<file path="src/hw/rtl/cd_front.sv">
module cd_front #(
    parameter int AW    = 14,
    parameter int STORE = 16384
) (
    input  logic          clk,
    input  logic          rst_n,
    input  logic          pixel_valid,
    input  logic          pixel,
    input  logic          last_pixel,
    output logic          pixel_stall,
    input  logic          queue_full,
    output logic          push,
    output logic [AW+1:0] push_data
);
    logic [AW-1:0] pos_reg;

    assign pixel_stall = queue_full;
    assign push        = pixel_valid && !queue_full;
    assign push_data   = {last_pixel, pixel, pos_reg};

    always_ff @(posedge clk or negedge rst_n)
    begin
        if (!rst_n)
        begin
            pos_reg <= '0;
        end
        else if (push)
        begin
            if (last_pixel || pos_reg == AW'(STORE - 1))
            begin
                pos_reg <= '0;
            end
            else
            begin
                pos_reg <= pos_reg + 1'b1;
            end
        end
    end
endmodule

</file>
<file path="config.mk">
export PLATFORM = sky130hd
export DESIGN_NAME = cd_front
export DESIGN_NICKNAME = d
export VERILOG_FILES = /design/src/hw/rtl/cd_front.sv
export SDC_FILE = /design/constraint.sdc
export NUM_CORES = 1
export LEC_CHECK = 0
export BUFFER_PORTS_ARGS = -buffer_cell sky130_fd_sc_hd__buf_2
export CAP_MARGIN = 20
export CORE_MARGIN = 2
export CORE_UTILIZATION = 51
export DETAILED_ROUTE_END_ITERATION = 7
export PLACE_DENSITY = 0.8
export REMOVE_ABC_BUFFERS = 1
export SLEW_MARGIN = 20
export SYNTH_ARGS = -nofsm -noshare
export SYNTH_HDL_FRONTEND = slang
export SYNTH_SLANG_ARGS = --single-unit
</file>
<file path="constraint.sdc">
create_clock -name clk -period 2.6 [get_ports clk]
set_input_delay 0.39 -clock clk [delete_from_list [all_inputs] [get_ports clk]]
set_output_delay 0.39 -clock clk [all_outputs]
set_load 0.1 [all_outputs]
</file>
==> Word-level counts from Yosys, hierarchy flattened <==
Index checks and enable logic that the tools add are counted.
{ "word_totals": {"register_bits": 14, "in_bits": 6, "out_inout_bits": 18, "wordCells": 7} }
{ "op_classes": {"addsub": 1, "n_eq_ne": 1, "muxes": 1, "reduce_logical": 3} }
{ "op_table": {"columns": ["op", "count"], "rows": [
  ["14-bit by 1-bit adder with 14-bit output, second input constant", 1],
  ["14-bit == test, second input constant", 1],
  ["14-bit two-way mux", 1],
  ["1-bit logical AND", 1],
  ["1-bit logical NOT", 1],
  ["1-bit logical OR", 1]
]} }

==> Longest topological paths before layout <==
{ "depth": {"depth_word": 3, "ltp_mapped": 5, "mapped_depth_nobuf": 5} }

==> Worst setup path after synthesis <==
OpenSTA, ideal clock, no wires.
{ "synth_path": {"path_type": "register -> register", "from": "register pos_reg[0]", "to": "register pos_reg[10]", "setup_time_ns": 0.125, "arrival_ns": 2.027, "required_time_ns": 2.475, "slack_ns": 0.449, "path_stages_with_launch": 6, "n_path_buf": 0, "synth_period_minus_slack_ns": 2.151, "path_cell_list": "dfrtp_1 ha_1 nand2_1 o41a_1 nor2_4 nor2_1"} }
{ "synth_between": {"elab_chain_len": 3, "elab_cells_between_ends": 4, "classes_between": "1 x add/sub; 1 x eq/ne; 1 x mux; 1 x reduce/logical"} }
{ "synth_rtl": {"columns": ["item", "line", "rtl"], "rows": [
  ["from (decl)", "15", "logic [AW-1:0] pos_reg;"],
  ["from (signal assigned)", "35", "pos_reg <= pos_reg + 1'b1;"],
  ["branches (longest 2 deep; another with 14-bit by 1-bit adder with 14-bit output)", null, null],
  ["14-bit two-way mux *", "29", "if (last_pixel || pos_reg == AW'(STORE - 1))"]
]} }
Mark *: on every way between the ends.
A chain may end at the register's enable or synchronous reset.

==> Worst setup path after layout <==
{ "layout_path": {"from": "input port queue_full", "to": "output port push"} }
{ "layout_between": {"elab_chain_len": 2} }
{ "layout_rtl": {"columns": ["item", "line", "rtl"], "rows": [
  ["from (decl)", "11", "input logic queue_full,"],
  ["1-bit logical NOT", "18", "assign push = pixel_valid && !queue_full;"],
  ["1-bit logical AND", "18", null],
  ["to (decl)", "12", "output logic push,"]
]} }
Every way passes these cells.

==> results.yml <==
clock_network:
  htreeDepth: 1
  cts_buffers: 3
  clock_latency_ns: 0.27
  cts_tree: "built"
  cts_buffer_depth: 2
  ctsResizeCount: 0
  cts_root_buf: "clkbuf_4"
  cts_sinks: 14
  path_clk_slew_ns: 0.09
cells_and_area:
  nets: 108
  largest_register_ffs: 14
  diodes: 0
  design_area_um2: 888
  area_growth_pct: 19.9
  drive_gt1_frac: 0.270
critical_path:
  critPathMaxFanout: 5
  crit_path_end_kind: "output port"
  worst-path-buf-inv: 3
  critical_path_arrival_ns: 1.34
  worstSetupPathType: "primary input to output port"
  ff2ff_path_depth: 5
  cp_common_cell: "buf_2"
  rrSetupSlack_ns: 0.94
  crit_path_cell_trace: "buf_2 > nand2b_1 > inv_1 > buf_2"
  cp_top_family: "buffers and inverters"
  start_kind: "primary input"
  slowest_stage: "buf_2"
  timing.rr.start: "pos_reg[0]"
  reg2reg_to: "pos_reg[9]"
  worst_ep_required_time_ns: 2.21
  cpPeakStageDelay_ns: 0.44
synth:
  synth.top_cell.area_share: 0.473
  yosysUniqueCellTypes: 23
  post-synth-top-count-cell: "dfrtp_1"
  synth_area_leader_cell: "dfrtp_1"
  synth_edf_count: 0
  yosys_warnings: 0
  ys_seq_elements: 14
  syn_area_per_cell_um2: 9.62
  yosys-top-cells-area: "dfrtp_1 47%, xor2_1 7.1%, nor2_1 4.6%, nand2_1 4.1%, xnor2_1 3.5%"
  async_flop_share: 1.00
  syn_inst: 77
  ys.flop_type: "dfrtp_1"
  seq_area_frac_synth: 0.473
  yosys-top-cells-count: "14 x dfrtp_1, 9 x nor2_1, 8 x nand2_1, 6 x xor2_1, 5 x nand3_1"
  synth_area_um2: 741
route:
  initialDrtViolationCount: 13
  viasPerCell: 5.50
  avgRoutedWirePerCell_um: 12.7
  routed_wl_mm: 1.46
  drcViolationCount: 0
  ant_nets: 0
  drt_pass1_iterations: 4
  via_count: 633
timing:
  tightestPinTransition_ns: 0.488
  final_max_slew_viol_count: 0
  hold_violations: 0
  worst_slack_ns: 0.875
  fmax_mhz: 580
  grt_setup_unrepaired: "false"
  tns_ns: 0
  clock_skew_ns: 0.00372
  fin_crit_sh: 0.663
  period_needed_ns: 1.73
  slew_headroom: 0.677
  finalSetupViolCount: 0
floorplanning:
  coreArea_um2: 1330
  pin_count: 24
  die_area_um2: 1770
  die_w_um: 42.1
  fp.dieH_um: 42.1
  num_rows: 13
  start_util: 0.555
global_route:
  met1_usage: 0.241
  track_usage: 0.173
  antenna_found_initial: 0
  met3_usage: 0.0302
  grt_pass1_wl_mm: 2.38
  first_global_vias: 545
  busiest_layer: "met2"
  grt.met2_usage: 0.281
  gr-total-overflow: 0
  grt_max_degree: 15
min_path:
  worstHoldStart: "last_pixel"
  hold_class: "primary input to flip-flop"
  min_path_cells: 2
  min_to: "pos_reg[12]"
power_and_ir_drop:
  p_switching_uw: 176
  irDropWorstVdd_v: 0.000415
  power.share.clock: 0.312
  p_sw_frac: 0.349
  p_comb_frac: 0.219
  p_per_area_nw_per_um2: 566
  leakage_uw: 0.000466
  pwr-share-seq: 0.469
  p_int_uw: 327
placed_design:
  dpl_worst_slack_ns: 0.882
  place.gp.congestion: 0.762
  io_buffers: 21
  hpwl_mm: 1.11
  place_area_um2: 842
flow_run:
  maxCapViolations: 0
status:
  status: "complete, no violations"
-- area by class of cell --
cell class / instances / area, µm²
fill: 117 / 445
multi-input combinational: 57 / 357
sequential: 14 / 350
timing repair buffer: 22 / 115
clock buffer: 4 / 36.3
tap: 15 / 18.8
inverter: 3 / 11.3
-- kinds of logic (layout without fill, tap and decap cells) --
logic type | count (synthesis) | count (layout) | share of synthesized area
xor+xnor | 9 | 9 | 0.106
flops | 14 | 14 | 0.473
fa+ha+maj | 1 | 1 | 0.0169
buf+inv | 6 | 29 | 0.0456
compound gates | 9 | 9 | 0.0726
simple gates | 38 | 38 | 0.285
-- power by group through the flow --
stage | logic, µW | clock network, µW | registers, µW
2_1_floorplan | 22.9 | 0 | 289
3_3_place_gp | 109 | 0 | 240
5_1_grt | 116 | 165 | 237
6_report | 110 | 157 | 236
4_1_cts | 111 | 159 | 235
3_5_place_dp | 109 | 0 | 240
-- layout by cell type (no fill, tap or decap) --
| master | synthesis | routed |
|---|---|---|
| nand3_1 | 5 | 5 |
| or3_1 | 2 | 2 |
| nand4_2 | 1 | 1 |
| o31ai_1 | 1 | 1 |
| dlygate4sd3_1 | 0 | 1 |
| o41a_1 | 1 | 1 |
| inv_1 | 3 | 3 |
| nand3b_1 | 1 | 1 |
| nor4_1 | 2 | 2 |
| nand2b_1 | 1 | 1 |
| nand2_1 | 8 | 8 |
| ha_1 | 1 | 1 |
| a21oi_1 | 3 | 3 |
| clkbuf_8 | 0 | 1 |
| xor2_1 | 6 | 6 |
| nor2_1 | 9 | 9 |
| nand4_1 | 4 | 4 |
| nor2_4 | 1 | 1 |
| and2_1 | 1 | 1 |
| clkbuf_4 | 0 | 3 |
| o21ai_0 | 4 | 4 |
| buf_2 | 0 | 21 |
| dfrtp_1 | 14 | 14 |
| and4b_1 | 2 | 2 |
| and4_1 | 1 | 1 |
| xnor2_1 | 3 | 3 |
-- per-stage QoR --
step,utilization,std cells,hold slack (ns),power (µW)
final,0.666,115,0.343,503
after global placement,0.631,110,0.298,348
after CTS,0.666,115,0.343,505
after detailed placement,0.631,110,0.301,349
after floorplan,-,74,0.0944,312
after global routing,0.666,115,0.361,519
-- worst max-delay path by stage --
stage                     from          end  cells after the start
floorplan           pos_reg[0]  pos_reg[10]                      5
global placement    queue_full         push                      4
detailed placement  queue_full         push                      4
CTS                 queue_full         push                      4
global route        pos_reg[0]   pos_reg[9]                      5
finish              queue_full         push                      4
-- timing repair --
action / 4_1_cts / 5_1_grt
buffers inserted: 0 / 0
endpoints found under the hold margin: 8 / 0
hold buffers: 1 / 0
-- routing by layer --
layer,wire (µm),vias to the layer above
li1,-,319
met1,740,295
met2,646,19
met3,68,0
met4,0,0
met5,0,-
Note: power is estimated with default switching activity, not from simulation.
