==> config.mk <==
export PLATFORM = sky130hd
export DESIGN_NAME = cd_fifo
export DESIGN_NICKNAME = d
export VERILOG_FILES = /design/src/hw/rtl/cd_fifo.sv
export SDC_FILE = /design/constraint.sdc
export NUM_CORES = 1
export LEC_CHECK = 0
export BUFFER_PORTS_ARGS = -buffer_cell sky130_fd_sc_hd__buf_2
export CAP_MARGIN = 20
export CELL_PAD_IN_SITES_DETAIL_PLACEMENT = 1
export CELL_PAD_IN_SITES_GLOBAL_PLACEMENT = 1
export CORE_MARGIN = 5
export CORE_UTILIZATION = 31
export DETAILED_ROUTE_END_ITERATION = 12
export PLACE_DENSITY = 0.62
export SETUP_SLACK_MARGIN = 0.3
export SKIP_LAST_GASP = 1
export SYNTH_ARGS = -nofsm -noshare
export SYNTH_HDL_FRONTEND = slang
export SYNTH_SLANG_ARGS = --single-unit
==> constraint.sdc <==
create_clock -name clk -period 2.8 [get_ports clk]
set_input_delay 0.28 -clock clk [delete_from_list [all_inputs] [get_ports clk]]
set_output_delay 0.28 -clock clk [all_outputs]
set_load 0.01 [all_outputs]
==> src/hw/rtl/cd_fifo.sv <==
module cd_fifo #(
    parameter int W = 16
) (
    input  logic         clk,
    input  logic         rst_n,
    input  logic         push,
    input  logic [W-1:0] push_data,
    output logic         full,
    input  logic         pop,
    output logic [W-1:0] pop_data,
    output logic         not_empty
);
    logic [W-1:0] slot_reg [2];
    logic         wp_reg;
    logic         rp_reg;
    logic [1:0]   count_reg;

    assign full      = (count_reg == 2'd2);
    assign not_empty = (count_reg != 2'd0);
    assign pop_data  = slot_reg[rp_reg];

    always_ff @(posedge clk)
    begin
        if (push)
        begin
            slot_reg[wp_reg] <= push_data;
        end
    end

    always_ff @(posedge clk or negedge rst_n)
    begin
        if (!rst_n)
        begin
            wp_reg    <= 1'b0;
            rp_reg    <= 1'b0;
            count_reg <= 2'd0;
        end
        else
        begin
            if (push)
            begin
                wp_reg <= !wp_reg;
            end
            if (pop)
            begin
                rp_reg <= !rp_reg;
            end
            if (push && !pop)
            begin
                count_reg <= count_reg + 2'd1;
            end
            else if (pop && !push)
            begin
                count_reg <= count_reg - 2'd1;
            end
        end
    end
endmodule

======== Yosys cells after proc, flatten, opt, wreduce, memory -nomap -nowiden ========
Memories as Yosys holds them, arrays and structs flattened.
Index checks and enable logic that the tools add are counted.
word-level totals
  register bits ........................... 4
  memory bits (writable) .................. 32
  bits of input ports ..................... 20
  output and inout port bits .............. 18
  logic and storage cells ................. 19
  memories kept ........................... 1
operators by class
  add/sub/neg operators ................... 2
  eq/ne operators ......................... 1
  multiplexer cells ....................... 4
  reductions and logical operators ........ 8
memory list
  name      depth  bits a word  read ports  clocked after Yosys merged registers in  wr ports  line  RTL
  slot_reg  2      16           1           0                                        1         13    logic [W-1:0] slot_reg [2];
operator list
  cell                   count
  $logic_not A1 Y1       4
  $mux W2                2
  $reduce_bool A2 Y1     2
  $add A2 B1 Y2 const B  1
  $eq A2 B2 Y1 const B   1
  $logic_and A1 B1 Y1    2
  $mux W1                2
  $sub A2 B1 Y2 const B  1

======== Longest topological paths before layout ========
Gate-level depths: netlist (run 1).
  word-level depth ........................ 4
  depth in mapped cells ................... 5
  gate-level depth less buffers ........... 5

======== Worst setup path before layout (run 1) ========
OpenSTA, ideal clock, no wires.
  path kind ............................... register -> register
  start ................................... register wp_reg
  end ..................................... memory slot_reg[0][0], enable pin
  setup time .............................. 0.390 ns
  arrival ................................. 1.139 ns
  required time ........................... 2.410 ns
  slack ................................... 1.271 ns
  cell stages (with the launch flop) ...... 2
  buffers on the path ..................... 0
  clock period less this slack ............ 1.529 ns
  path through ............................ dfrtp_1 > nor2b_1
RTL lines
  item                    line  RTL
  from (decl)             14    logic wp_reg;
  from (signal assigned)  42    wp_reg <= !wp_reg;
  to (decl)               13
No word-level cell before the write port.

======== Final worst setup path (run 1) ========
  start ................................... register rp_reg
  end ..................................... output pop_data[9]
between the ends
  word-level cells in the longest chain between the ends .. 1
RTL lines
  item                    line  RTL
  from (decl)             15    logic rp_reg;
  from (signal assigned)  46    rp_reg <= !rp_reg;
  $mem_v2 Z2 W16          --
  to (decl)               10    output logic [W-1:0] pop_data,
No other way between the ends.

==> results of run 1 <==
[power by group through the flow]
stage,combinational (mW),clock [mW],sequential (mW)
final,0.454,0.333,0.825
after global placement,0.460,0,0.828
after floorplan,0.396,0,0.766
after global routing,0.492,0.366,0.842
after detailed placement,0.467,0,0.842
after CTS,0.470,0.350,0.831
[per-layer routing]
metal	vias up	global-route usage (%)
met5	-	0
met4	2	6.19
met3	9	4.45
met2	25	14.2
met1	340	6.93
li1	331	-
[logic make-up (layout without fill, tap and decap cells)]
kind of cell | after synthesis | after routing | synth area share [%]
XOR/XNOR | 5 | 5 | 3.14
adder cells (fa/ha/maj) | 1 | 1 | 0.897
AND/OR/NAND/NOR | 5 | 5 | 2.06
buffers and inverters | 3 | 47 | 2.51
flip-flops | 36 | 36 | 76.1
multiplexers | 16 | 16 | 15.3
[stage by stage]
stage | instances | utilization (%) | power, mW | hold slack, ns
floorplan | 66 | - | 1.16 | -0.0156
global placement | 153 | 37.1 | 1.29 | 0.0923
detailed placement | 153 | 37.1 | 1.31 | 0.0900
CTS | 162 | 39.2 | 1.65 | 0.173
global route | 162 | 39.2 | 1.70 | 0.176
finish | 162 | 39.2 | 1.61 | 0.188
[cells in the final DEF, fill, tap and decap left out, drive strengths merged]
cell and count:
mux2 16, inv 1, and2 1, clkinv 1, ha 1, dfrtp 4, clkbuf 7, nor2 1
buf 37, or2 1, nor2b 2, xor2 4, xnor2 1, edfxtp 32, dlygate4sd3 1
[final timing paths]
path,endpoint,slack (ns)
max,pop_data[9],0.75
min,slot_reg[0][10],0.19
max reg2reg,slot_reg[0][3],1.35
min reg2reg,count_reg[1],0.50
max in group asynchronous,count_reg[0],2.36
min in group asynchronous,count_reg[1],0.33
[layout make-up]
cell class,count,area (µm²)
inverters,1,3.75
repair buffers,38,195
flip-flops and latches,36,1060
clock buffers,7,76.3
fillers,450,2650
clock inverters,1,3.75
well taps,52,65.1
multi-input cells,27,302
[worst max-delay path: stages (launching register included)]
cell and delay (ns):
dfrtp_1 0.93, mux2_2 0.42, buf_2 0.14
[repair_timing]
action,in CTS,in global routing
setup endpoints to repair,0,0
hold endpoints to repair,4,0
hold buffers,1,0
==> summary.txt, run 1 <==
Status
  – Status: complete, no violations

Pwr
  – Switching share of total power: 28.5%
  – PwrDens: 945 mW/mm²
  – Int Pwr: 1.15 mW
  – Combinational share of power: 28.2%
  – P_sw: 0.459 mW
  – Flop pwr share: 51.2%
  – Clock share of power: 20.6%
  – Worst vdd ir: 0.349 mV
  – Static Leak: 0.684 nW

Cells and area
  – Post-Layout Inst Area: 0.00171 mm²
  – Antenna cells: 0
  – Area growth syn-to-layout: 22.3%
  – Max reg flops: 32
  – Share of cells above drive strength 1: 54.5%
  – Layout Nets: 130

Synth
  – Yosys reg bits: 36
  – Syn Nets: 87
  – Cells after Synth: 66
  – Netlist cell types: 14
  – Register area share after synthesis: 76.1%
  – Syn_area_per_cell: 21.1 µm²
  – Synth Flop Type: edfxtp_1
  – Post-synth EDFFs: 32
  – Synth top area cells: edfxtp_1, mux2_4, dfrtp_1
  – Most common cell in the netlist: edfxtp_1
  – Synth Cell Area: 0.00140 mm²
  – Share of flip-flops with an asynchronous set or reset: 11.1%
  – Largest area contributor in the netlist: edfxtp_1
  – Synth cell count leaders: edfxtp_1, mux2_4, mux2_2
  – Ys Warns: 0
  – Yosys top cell area share: 68.9%

Floorplan
  – Die area: 0.00594 mm²
  – Core Rows: 24
  – # IOs: 38
  – Core area: 0.00435 mm²
  – Die Wd: 77.1 µm
  – Die height: 77.1 µm
  – Starting Density: 32.0%

Route
  – Routed len/inst: 14.5 µm
  – Post-DR vias/cell: 4.36
  – DRT antenna net count: 0
  – Highest routed metal layer: met5
  – Drt total wl: 2350 µm
  – Initial DRC Count: 6
  – Drt drc: 0
  – First-pass iteration count of the detailed router: 4
  – Wl on met1: 835 µm
  – DR WL met2: 1230 µm
  – Via count: 707
  – DR WL met3: 210 µm

Clock tree
  – Clock latency at the later pin of the worst-skew pair: 0.28 ns
  – Total CTS buffers: 5
  – CTS tree: done
  – CTS sink count: 36
  – CTS root buf: clkbuf_8
  – CTS H-tree depth: 2
  – Setup repair bufs after CTS: 0
  – Max Root-Sink Buffers: 2
  – Clock-pin slew on the worst setup and hold paths: 0.06 ns
  – Post_cts resized: 0

Critical path
  – Critical Path RT: 2.52 ns
  – Reg-to-reg startpoint: wp_reg
  – Critical path class: flip-flop to primary output
  – Critical path startpoint category: flip-flop
  – Reg2Reg Depth: 1
  – Largest fanout on the critical path: 17
  – Crit path DAT: 1.77 ns
  – Crit path from: rp_reg
  – CP endpoint kind: primary output

Timing
  – PnR worst setup slack: 0.751 ns
  – Final worst path period share: 73.2%
  – Setup violations, final: 0
  – Hold Fails Final Rpt: 0
  – Relative slew slack: 40.6%
  – Fin crit period: 2.05 ns
  – Layout Skew: 0.00354 ns
  – Slew Viols, Final: 0
  – RSZ-0062 raised after global routing: no
  – Max frequency: 488 MHz
  – Worst Tran Pin Value: 0.891 ns
  – Setup TNS: 0 ns

Placement
  – GP Congestion: 0.634
  – Dpl hpwl: 1720 µm
  – IO buf count: 37
  – DP Area: 0.00162 mm²
  – Setup WS pre-CTS: 1.01 ns

Global route
  – First-pass GRT wire length: 3670 µm
  – GRT Util Overall: 8.21%
  – Vias in the first global route: 832
  – Initial antenna violation count: 1
  – Largest net degree at the start of global routing: 18
  – Overflow after GRT: 0

Job
  – Max-cap violations: 0

Hold path
  – Hold Crit Start: push_data[10]
  – HP Class: input port to flip-flop
  – Hold Crit Depth: 1
(Power assumes the default switching activity.)
==> run 2: changes to the inputs <==
clock period = 2.1 ns   (was 2.8 ns; I/O delays follow)
==> summary.txt, run 2 (synthesized netlist as in run 1, its figures left out) <==
Floorplan
  – Die area: 0.00594 mm² (unchanged)
  – Die height: 77.1 µm (unchanged)
  – Core Rows: 24 (unchanged)
  – Starting Density: 32.0% (unchanged)
  – Die Wd: 77.1 µm (unchanged)
  – # IOs: 38 (unchanged)
  – Core area: 0.00435 mm² (unchanged)

Timing
  – Setup TNS: 0 ns (unchanged)
  – Final worst path period share: 78.9%
  – Layout Skew: 0.00689 ns (was 0.00354 ns)
  – Relative slew slack: 70.1% (was 40.6%)
  – Slew Viols, Final: 0 (unchanged)
  – Setup violations, final: 0 (unchanged)
  – Worst Tran Pin Value: 0.446 ns (was 0.891 ns)
  – Hold Fails Final Rpt: 0 (unchanged)
  – Max frequency: 604 MHz
  – RSZ-0062 raised after global routing: no (unchanged)
  – Fin crit period: 1.66 ns

Placement
  – GP Congestion: 0.611 (was 0.634)
  – Dpl hpwl: 1950 µm (was 1720 µm)
  – IO buf count: 37 (unchanged)

Hold path
  – HP Class: input port to flip-flop (unchanged)

Pwr
  – Power after layout: 2.19 mW (was 1.61 mW)
  – Static Leak: 0.703 nW (was 0.684 nW)
  – Worst vdd ir: 0.473 mV (was 0.349 mV)
  – PwrDens: 1260 mW/mm² (was 945 mW/mm²)

Route
  – Initial DRC Count: 18 (was 6)
  – Routed len/inst: 15.3 µm (was 14.5 µm)
  – Post-DR vias/cell: 4.31 (was 4.36)
  – Drt total wl: 2540 µm (was 2350 µm)
  – DRT antenna net count: 0 (unchanged)
  – Via count: 716 (was 707)
  – First-pass iteration count of the detailed router: 2 (was 4)
  – Drt drc: 0 (unchanged)

Clock tree
  – CTS root buf: clkbuf_8 (unchanged)
  – Total CTS buffers: 5 (unchanged)
  – CTS sink count: 36 (unchanged)
  – CTS H-tree depth: 2 (unchanged)
  – Clock latency at the later pin of the worst-skew pair: 0.28 ns (about the same)
  – CTS tree: done (unchanged)
  – Clock-pin slew on the worst setup and hold paths: 0.07 ns (was 0.06 ns)
  – Max Root-Sink Buffers: 2 (unchanged)
  – Setup repair bufs after CTS: 0 (unchanged)

Cells and area
  – Max reg flops: 32 (unchanged)
  – Commonest non-fill, non-tap cells in the layout: buf_2, edfxtp_1, mux2_4 (unchanged)
  – Layout Nets: 134 (was 130)
  – Share of cells above drive strength 1: 57.0% (was 54.5%)
  – Area growth syn-to-layout: 24.6% (was 22.3%)
  – Commonest non-fill, non-tap cell in the layout: buf_2 (unchanged)
  – Antenna cells: 0 (unchanged)

Critical path
  – Critical Path RT: 1.89 ns (was 2.52 ns)
  – Crit path DAT: 1.45 ns (was 1.77 ns)
  – Largest fanout on the critical path: 7 (was 17)
  – Critical path class: flip-flop to primary output (unchanged)
  – CP endpoint kind: primary output (unchanged)
  – Critical path startpoint category: flip-flop (unchanged)

Global route
  – Initial antenna violation count: 0 (was 1)
  – Largest net degree at the start of global routing: 11 (was 18)
  – Overflow after GRT: 0 (unchanged)
  – GRT Util Overall: 9.23% (was 8.21%)
  – Vias in the first global route: 804 (was 832)
  – First-pass GRT wire length: 4030 µm (was 3670 µm)

Status
  – Status: complete, no violations (unchanged)

Job
  – Max-cap violations: 0 (unchanged)
-- run 2: changes by cell type in the layout (fill, tap and decap cells not counted), sizes merged --
cell and change:
buf +4
-- run 2: routing by layer --
| layer | wire length (µm) | track usage, % | vias up |
|---|---|---|---|
| met4 | 63 | 5.15 | 0 |
| met3 | 180 | 4.80 | 5 |
| met1 | 1020 | 9.95 | 346 |
| met2 | 1280 | 14.5 | 24 |
| met5 | 0 | 0 | - |
| li1 | - | - | 341 |
-- run 2: worst max-delay path: stages, from the launching register on --
cell	delay, ns
dfrtp_2	0.48
buf_4	0.20
mux2_2	0.34
buf_2	0.14
-- run 2: where the power goes --
group,internal [mW],switching [mW]
logic,0.375,0.319
clock network,0.230,0.213
registers,0.964,0.0914
total,1.57,0.624
-- run 2: worst paths after layout --
kind	startpoint	end	slack (ns)	cells after the start
worst min-delay path	push_data[7]	slot_reg[0][7]	0.12	1
worst min register to register	count_reg[1]	count_reg[1]	0.49	1
worst max-delay path	rp_reg	pop_data[9]	0.44	3
max in group asynchronous	rst_n	rp_reg	1.69	2
min in group asynchronous	rst_n	rp_reg	0.27	2
worst max register to register	wp_reg	slot_reg[0][6]	0.72	2
-- run 2: through the flow --
| stage | util, % | cells | area, µm² | setup WS (ns) | hold slack (ns) |
|---|---|---|---|---|---|
| final | 39.9 | 166 | 1740 | 0.444 | 0.116 |
| after global routing | 39.9 | 166 | 1740 | 0.375 | 0.0971 |
| after detailed placement | 37.8 | 157 | 1650 | 0.607 | 0.0287 |
| after floorplan | - | 66 | 1400 | 0.571 | -0.0856 |
| after global placement | 37.8 | 157 | 1650 | 0.632 | 0.0284 |
| after CTS | 39.9 | 166 | 1740 | 0.413 | 0.106 |
-- run 2: cell type report --
cell class,instances,area (µm²)
clock buffers,7,76.3
clock inverters,1,3.75
fillers,447,2620
inverters,1,3.75
multi-input cells,27,302
flip-flops and latches,36,1060
well taps,52,65.1
repair buffers,42,225
-- run 2: what timing repair did --
item	4_1_cts	5_1_grt
hold buffers	1	0
hold endpoints to repair	4	0
setup endpoints to repair	3	0
gates resized for setup	1	0
